File: config.mk
export PLATFORM = sky130hd
export DESIGN_NAME = nsc_parser
export DESIGN_NICKNAME = d
export VERILOG_FILES = /design/src/rtl/core/nsc_pkg.sv /design/src/rtl/core/nsc_parser.sv
export SDC_FILE = /design/constraint.sdc
export NUM_CORES = 1
export LEC_CHECK = 0
export ABC_AREA = 1
export BUFFER_PORTS_ARGS = -buffer_cell sky130_fd_sc_hd__buf_2
export CORE_MARGIN = 2
export CORE_UTILIZATION = 49
export DETAILED_ROUTE_END_ITERATION = 6
export PLACE_DENSITY = 0.75
export SETUP_SLACK_MARGIN = 0.4
export SYNTH_ARGS = -nofsm -noshare
export SYNTH_HDL_FRONTEND = slang
export SYNTH_SLANG_ARGS = --single-unit
File: constraint.sdc
create_clock -name clk -period 3.4 [get_ports clk]
set_input_delay 0.34 -clock clk [delete_from_list [all_inputs] [get_ports clk]]
set_output_delay 0.34 -clock clk [all_outputs]
set_load 0.1 [all_outputs]
File: src/rtl/core/nsc_pkg.sv
// nsc_pkg: types, character codes, address patterns and defaults shared by
// the NMEA sentence checker modules. No dependencies.
`default_nettype none
package nsc_pkg;

  localparam int BUFFER_LEN_DEF = 256;
  localparam int MAX_FIELDS_DEF = 32;

  localparam int CFG_ADDR_W = 3;
  localparam logic CFG_IDX_ENABLE = 1'b0;

  localparam logic [7:0] CHR_DOLLAR = 8'h24;
  localparam logic [7:0] CHR_STAR   = 8'h2A;
  localparam logic [7:0] CHR_CR     = 8'h0D;
  localparam logic [7:0] CHR_COMMA  = 8'h2C;
  localparam logic [7:0] OFS_DIGIT  = 8'h30;
  localparam logic [7:0] OFS_UPPER  = 8'h37;
  localparam logic [7:0] OFS_LOWER  = 8'h57;

  localparam logic [39:0] ADDR_GGA = 40'h4750474741;
  localparam logic [39:0] ADDR_GSA = 40'h4750475341;
  localparam logic [39:0] ADDR_RMC = 40'h4750524D43;
  localparam logic [39:0] ADDR_GSV = 40'h4750475356;

  localparam logic [2:0] KIND_OTHER = 3'd0;
  localparam logic [2:0] KIND_GGA   = 3'd1;
  localparam logic [2:0] KIND_GSA   = 3'd2;
  localparam logic [2:0] KIND_RMC   = 3'd3;
  localparam logic [2:0] KIND_GSV   = 3'd4;

  typedef enum logic [2:0] {
    PH_IDLE = 3'd0,
    PH_BODY = 3'd1,
    PH_HEX1 = 3'd2,
    PH_HEX2 = 3'd3,
    PH_DONE = 3'd4
  } phase_t;

  typedef struct packed {
    logic take;   // parser consumes the held byte this cycle
    logic emit;   // that byte closes a sentence with a result
  } step_ctl_t;

  typedef struct packed {
    logic       checksum_ok;
    logic [7:0] computed_sum;
    logic [7:0] received_sum;
    logic       star_missing;
    logic [2:0] sentence_kind;
    logic [5:0] field_count;
    logic [7:0] sentence_length;
  } result_t;

  // Nibble value of a hex digit; bit 4 set flags a non-hex byte.
  function automatic logic [4:0] hex_nibble(input logic [7:0] c);
    logic [7:0] d;
    begin
      d = 8'd0;
      if (c >= 8'h30 && c <= 8'h39) begin
        d = c - OFS_DIGIT;
        hex_nibble = {1'b0, d[3:0]};
      end else if (c >= 8'h41 && c <= 8'h46) begin
        d = c - OFS_UPPER;
        hex_nibble = {1'b0, d[3:0]};
      end else if (c >= 8'h61 && c <= 8'h66) begin
        d = c - OFS_LOWER;
        hex_nibble = {1'b0, d[3:0]};
      end else begin
        hex_nibble = 5'h10;
      end
    end
  endfunction

endpackage
`default_nettype wire

File: src/rtl/core/nsc_parser.sv
// nsc_parser: sentence state (phase, running XOR, hex digits, counters,
// address) and the per-byte update and result build. Depends on nsc_pkg.
`default_nettype none
module nsc_parser #(
  parameter int BUFFER_LEN = nsc_pkg::BUFFER_LEN_DEF,
  parameter int MAX_FIELDS = nsc_pkg::MAX_FIELDS_DEF
) (
  input  wire logic               clk,
  input  wire logic               rst_n,
  input  wire logic               hold_valid,
  input  wire logic [7:0]         hold_byte,
  input  wire logic               process_enable,
  input  wire logic               out_free,
  output nsc_pkg::step_ctl_t      ctl,
  output nsc_pkg::result_t        result
);

  localparam logic [7:0] LenMax   = 8'(BUFFER_LEN - 1);
  localparam logic [5:0] FieldMax = 6'(MAX_FIELDS);

  nsc_pkg::phase_t phase_r, phase_nxt;
  logic [7:0] xor_r, xor_nxt;
  logic [7:0] hex_r, hex_nxt;
  logic       bad_r, bad_nxt;
  logic [7:0] pos_r, pos_nxt;
  logic [5:0] comma_r, comma_nxt;
  logic [7:0] addr_r   [5];
  logic [7:0] addr_nxt [5];

  logic [7:0]  c;
  logic [7:0]  pos_inc;
  logic [2:0]  slot;
  logic [4:0]  nib;
  logic [39:0] addr_word;
  logic        emit;
  logic        star_seen;
  logic        hex_short;

  assign c       = hold_byte;
  assign pos_inc = (pos_r < LenMax) ? pos_r + 8'd1 : pos_r;
  assign slot    = pos_inc[2:0] - 3'd1;
  assign nib     = nsc_pkg::hex_nibble(c);

  always_comb begin
    phase_nxt = phase_r;
    xor_nxt   = xor_r;
    hex_nxt   = hex_r;
    bad_nxt   = bad_r;
    pos_nxt   = pos_r;
    comma_nxt = comma_r;
    for (int i = 0; i < 5; i++) begin
      addr_nxt[i] = addr_r[i];
    end
    if (c == nsc_pkg::CHR_DOLLAR) begin
      phase_nxt = nsc_pkg::PH_BODY;
      xor_nxt   = 8'd0;
      hex_nxt   = 8'd0;
      bad_nxt   = 1'b0;
      pos_nxt   = 8'd0;
      comma_nxt = 6'd0;
      for (int i = 0; i < 5; i++) begin
        addr_nxt[i] = 8'd0;
      end
    end else if (phase_r != nsc_pkg::PH_IDLE) begin
      pos_nxt = pos_inc;
      if (pos_inc >= 8'd1 && pos_inc <= 8'd5) begin
        addr_nxt[slot] = c;
      end
      if (c == nsc_pkg::CHR_COMMA && comma_r < FieldMax) begin
        comma_nxt = comma_r + 6'd1;
      end
      if (c == nsc_pkg::CHR_CR) begin
        phase_nxt = nsc_pkg::PH_IDLE;
      end else begin
        unique case (phase_r)
          nsc_pkg::PH_BODY: begin
            if (c == nsc_pkg::CHR_STAR) begin
              phase_nxt = nsc_pkg::PH_HEX1;
            end else begin
              xor_nxt = xor_r ^ c;
            end
          end
          nsc_pkg::PH_HEX1: begin
            hex_nxt   = nib[4] ? 8'd0 : {nib[3:0], 4'd0};
            bad_nxt   = bad_r | nib[4];
            phase_nxt = nsc_pkg::PH_HEX2;
          end
          nsc_pkg::PH_HEX2: begin
            hex_nxt   = nib[4] ? hex_r : {hex_r[7:4], nib[3:0]};
            bad_nxt   = bad_r | nib[4];
            phase_nxt = nsc_pkg::PH_DONE;
          end
          default: begin
            phase_nxt = phase_r;
          end
        endcase
      end
    end
  end

  assign emit = hold_valid && (c == nsc_pkg::CHR_CR) && (phase_r != nsc_pkg::PH_IDLE)
                && process_enable;
  // Stall only when a result is due and the output register is still full.
  assign ctl.emit = emit;
  assign ctl.take = hold_valid && (!emit || out_free);

  assign addr_word = {addr_nxt[0], addr_nxt[1], addr_nxt[2], addr_nxt[3], addr_nxt[4]};
  assign star_seen = (phase_r != nsc_pkg::PH_BODY);
  assign hex_short = (phase_r == nsc_pkg::PH_HEX1) || (phase_r == nsc_pkg::PH_HEX2);

  always_comb begin
    result.checksum_ok     = star_seen && !bad_r && !hex_short && (xor_r == hex_r);
    result.computed_sum    = xor_r;
    result.received_sum    = hex_r;
    result.star_missing    = !star_seen;
    result.field_count     = comma_nxt;
    result.sentence_length = pos_nxt;
    priority if (addr_word == nsc_pkg::ADDR_GGA) begin
      result.sentence_kind = nsc_pkg::KIND_GGA;
    end else if (addr_word == nsc_pkg::ADDR_GSA) begin
      result.sentence_kind = nsc_pkg::KIND_GSA;
    end else if (addr_word == nsc_pkg::ADDR_RMC) begin
      result.sentence_kind = nsc_pkg::KIND_RMC;
    end else if (addr_word == nsc_pkg::ADDR_GSV) begin
      result.sentence_kind = nsc_pkg::KIND_GSV;
    end else begin
      result.sentence_kind = nsc_pkg::KIND_OTHER;
    end
  end

  always_ff @(posedge clk) begin
    if (!rst_n) begin
      phase_r <= nsc_pkg::PH_IDLE;
      xor_r   <= 8'd0;
      hex_r   <= 8'd0;
      bad_r   <= 1'b0;
      pos_r   <= 8'd0;
      comma_r <= 6'd0;
      for (int i = 0; i < 5; i++) begin
        addr_r[i] <= 8'd0;
      end
    end else if (ctl.take) begin
      phase_r <= phase_nxt;
      xor_r   <= xor_nxt;
      hex_r   <= hex_nxt;
      bad_r   <= bad_nxt;
      pos_r   <= pos_nxt;
      comma_r <= comma_nxt;
      for (int i = 0; i < 5; i++) begin
        addr_r[i] <= addr_nxt[i];
      end
    end
  end

endmodule
`default_nettype wire

==> insert_results.sql <==
INSERT INTO impl_metrics (metric_group, metric, value, unit) VALUES
('clock_network', 'numClockSinks', '74', ''),
('pwr', 'power.internal', '1.377', 'mW'),
('yosys', 'netlist_area', '0.005125', 'sq mm'),
('floorplan', 'die_area', '0.01129', 'sq mm'),
('finish', 'finish.net_count', '821', ''),
('route', 'num_vias', '5333', ''),
('route', 'detailedRoute.firstIterationViolations', '601', ''),
('floorplan', 'die_extent_in_y', '106.3', 'um'),
('timing', 'max_freq', '286.1', 'MHz'),
('clock_network', 'ctsRootBufferMaster', 'clkbuf_8', ''),
('yosys', 'synth.avg_cell_area', '7.128', 'sq um'),
('floorplan', 'ios', '50', ''),
('yosys', 'dominant_synthesized_flop_cell', 'edfxtp_1', ''),
('route', 'drt_wl_total', '15370', 'um'),
('route', 'first_pass_iters', '6', ''),
('clock_network', 'tritoncts', 'done', ''),
('pwr', 'power_dens_cells', '283.7', 'mW/mm^2'),
('finish', 'antenna_cells', '0', ''),
('yosys', 'synth_edf_count', '40', ''),
('timing', 'rsz0062_at_grt', 'yes', ''),
('global_routing', 'first_pass_grt_wire_length', '23700', 'um'),
('timing', 'min_period_over_period', '102.8', '%'),
('setup_path', 'endpoint_kind', 'output port', ''),
('run_status', 'violated_checks', 'negative setup slack', ''),
('timing', 'maxSlewHeadroom', '55.61', '%'),
('yosys', 'synth.yosys.warnings', '0', ''),
('finish', 'layout.cells.most_common', 'nand2_1', ''),
('finish', 'layout_common_cells', '138 x nand2_1, 114 x inv_1, 67 x nor2_1', ''),
('timing', 'hold-worst-slack', '0.2067', 'ns'),
('global_routing', 'number_of_global_route_vias_before_repair', '4959', ''),
('global_routing', 'gr-total-overflow', '0', ''),
('pwr', 'p_seq_share', '51.9', '%'),
('run_status', 'run_status', 'complete, but fails checks', ''),
('finish', 'finalCoreUtilization', '64.41', '%'),
('yosys', 'syn_nets', '740', ''),
('pwr', 'ir_drop', '245.2', 'uV'),
('placed_design', 'dp_hpwl', '9395', 'um'),
('finish', 'fin_cells', '941', ''),
('clock_network', 'cts_hold_repair.buffers', '0', ''),
('clock_network', 'cts_made_buffers', '9', ''),
('route', 'ant_nets', '0', ''),
('pwr', 'sw_frac_of_total', '26.38', '%'),
('finish', 'area_delta_synth_final', '28.59', '%'),
('clock_network', 'clock_path_buffers', '2', ''),
('pwr', 'p_sw', '0.4932', 'mW'),
('floorplan', 'placeableCoreArea', '0.01023', 'sq mm'),
('route', 'wl_per_cell', '16.34', 'um'),
('timing', 'drv_slew', '0', ''),
('setup_path', 'worst_setup_path_start_kind', 'register', ''),
('placed_design', 'dp.cells', '895', ''),
('run', 'maxCapViolCount', '0', ''),
('timing', 'hold_violations', '0', ''),
('min_path', 'min_path_type', 'in2reg', ''),
('setup_path', 'arrival', '3.16', 'ns'),
('clock_network', 'clk_latency', '0.36', 'ns'),
('yosys', 'synth.ff_latch_count', '74', ''),
('floorplan', 'dieWidth', '106.3', 'um'),
('setup_path', 'criticalPathCategory', 'reg2out', ''),
('timing', 'worst_slew_pin_slew', '0.6597', 'ns'),
('pwr', 'power.share.combinational', '11.0', '%'),
('global_routing', 'grtUsageTotal', '26.46', '%'),
('setup_path', 'worst-endpoint-required', '3.06', 'ns'),
('floorplan', 'rows', '37', ''),
('yosys', 'synth-seq-area-share', '36.72', '%'),
('finish', 'final_layout_size_suffix_gt1_share', '30.56', '%'),
('pwr', 'total_leakage_power', '3.086', 'nW'),
('global_routing', 'antenna_found_initial', '0', ''),
('setup_path', 'timing.critical_path.fanout_max', '10', ''),
('timing', 'setup_violations', '3', ''),
('timing', 'post-route-worst-setup-slack', '-0.09585', 'ns'),
('clock_network', 'cts.reportedPaths.clkPinSlew', '0.08', 'ns'),
('clock_network', 'htree_num_levels', '3', ''),
('route', 'vias_per_cell', '5.667', ''),
('timing', 'final.setup_skew', '0.01327', 'ns'),
('setup_path', 'regToRegSetupSlack', '0.92', 'ns'),
('yosys', 'library_cells_used_by_synthesis', '45', ''),
('timing', 'minimum_period_implied_by_the_final_worst_setup_slack', '3.496', 'ns'),
('route', 'detail_route.drc_violations', '0', ''),
('global_routing', 'grt_max_degree', '54', ''),
('yosys', 'synth_async_sr_flop_share', '0', '%'),
('placed_design', 'port-buffer-count', '49', ''),
('placed_design', 'routabilityCongestion', '0.9645', ''),
('pwr', 'power.share.clock', '37.1', '%'),
('yosys', 'syn_inst', '719', ''),
('floorplan', 'initial_utilization', '50.09', '%');
[synth_stat cells (6+ instances only)]
| cell type | count | share of area (%) |
|---|---|---|
| nand2_1 | 154 | 11 |
| inv_1 | 120 | 8.8 |
| nor2_1 | 79 | 5.8 |
| nand3_1 | 58 | 5.7 |
| edfxtp_1 | 40 | 23 |
| nand4_1 | 35 | 4.3 |
| dfxtp_1 | 34 | 13 |
| o21ai_0 | 26 | 2.5 |
| nor3_1 | 25 | 2.4 |
| a21oi_1 | 18 | 1.8 |
| clkbuf_1 | 12 | 0.88 |
| o22ai_1 | 12 | 1.5 |
| nor2_2 | 10 | 1.2 |
| a31oi_1 | 8 | 0.98 |
| ha_1 | 8 | 2.0 |
| nand2_2 | 8 | 0.98 |
| inv_2 | 7 | 0.51 |
| nand3_2 | 6 | 1.2 |
[flip-flops by register name, summed over array words and instances, names as in the netlist]
signal and count:
addr_r 40, hex_r 8, pos_r 8, xor_r 8
comma_r 6, phase_r 3, bad_r 1
[cell type report]
| class | instances | area [sq um] |
|---|---|---|
| clock buffer | 10 | 137.6 |
| sequential | 74 | 1941 |
| tap | 136 | 170.2 |
| clock inverter | 6 | 56.30 |
| inverter | 130 | 490.5 |
| multi-input combinational | 492 | 2913 |
| fill | 817 | 3641 |
| timing repair buffer | 93 | 882.1 |
[power by group through the flow]
stage	logic (mW)	registers [mW]	clock network (mW)
2_1_floorplan	0.124	0.989	0
3_3_place_gp	0.178	0.989	0
3_5_place_dp	0.180	0.991	0
4_1_cts	0.186	0.969	0.700
5_1_grt	0.225	0.973	0.741
6_report	0.206	0.970	0.693
[cells by family after synthesis]
group / count (synthesis) / share of synthesized area, %
compound gates: 78 / 8.887
xor+xnor: 6 / 1.025
fa+ha+maj: 8 / 1.953
buf+inv: 153 / 12.94
flops: 74 / 36.72
simple gates: 400 / 38.48
[repair_timing]
item                                    4_1_cts  5_1_grt
gates resized for setup                      32       46
pin swaps                                    12       18
buffers inserted                             13        9
endpoints found under the setup margin        3        5
cloned                                        6        2
[critical path, stage by stage, from the launching register on]
cell and delay, ns:
dfxtp_4 0.38, ha_4 0.19, inv_4 0.06, nor2_8 0.14
nand3_2 0.10, nand2_2 0.09, nand3_2 0.09, nor3_4 0.22
buf_6 0.16, buf_6 0.12, buf_16 0.13, nand4_1 0.11
nand3_1 0.16, nand2_1 0.10, nor2_2 0.14, nand2_2 0.10
nor2_4 0.12, nand3_1 0.11, nand2_2 0.10, buf_12 0.17
[path summary, 6_finish.rpt]
path                            depth (start not counted)          from         end
worst max-delay path                                   19      pos_r[1]  result[14]
worst min register to register                          1      xor_r[3]    xor_r[3]
worst min-delay path                                    2  hold_byte[5]    xor_r[5]
worst max register to register                         11    phase_r[0]    hex_r[5]
[stage by stage]
| step | area, sq um | TNS, ns | total power [mW] | worst slack, ns |
|---|---|---|---|---|
| after floorplan | 5240 | -0.7756 | 1.114 | -0.7756 |
| after global placement | 5670 | 0 | 1.168 | 0.3306 |
| after detailed placement | 5670 | 0 | 1.171 | 0.2067 |
| after CTS | 6284 | 0 | 1.855 | 0.04259 |
| after global routing | 6590 | -0.6367 | 1.939 | -0.2171 |
| final | 6590 | -0.2790 | 1.870 | -0.09585 |
[per-layer routing]
layer	vias to the layer above	wire length [um]	track usage, %
met5	-	0	0
met4	0	567	11.94
met3	60	1279	4.169
met2	295	7269	43.09
met1	2446	6255	34.66
li1	2532	-	-
(Power assumes the default switching activity.)
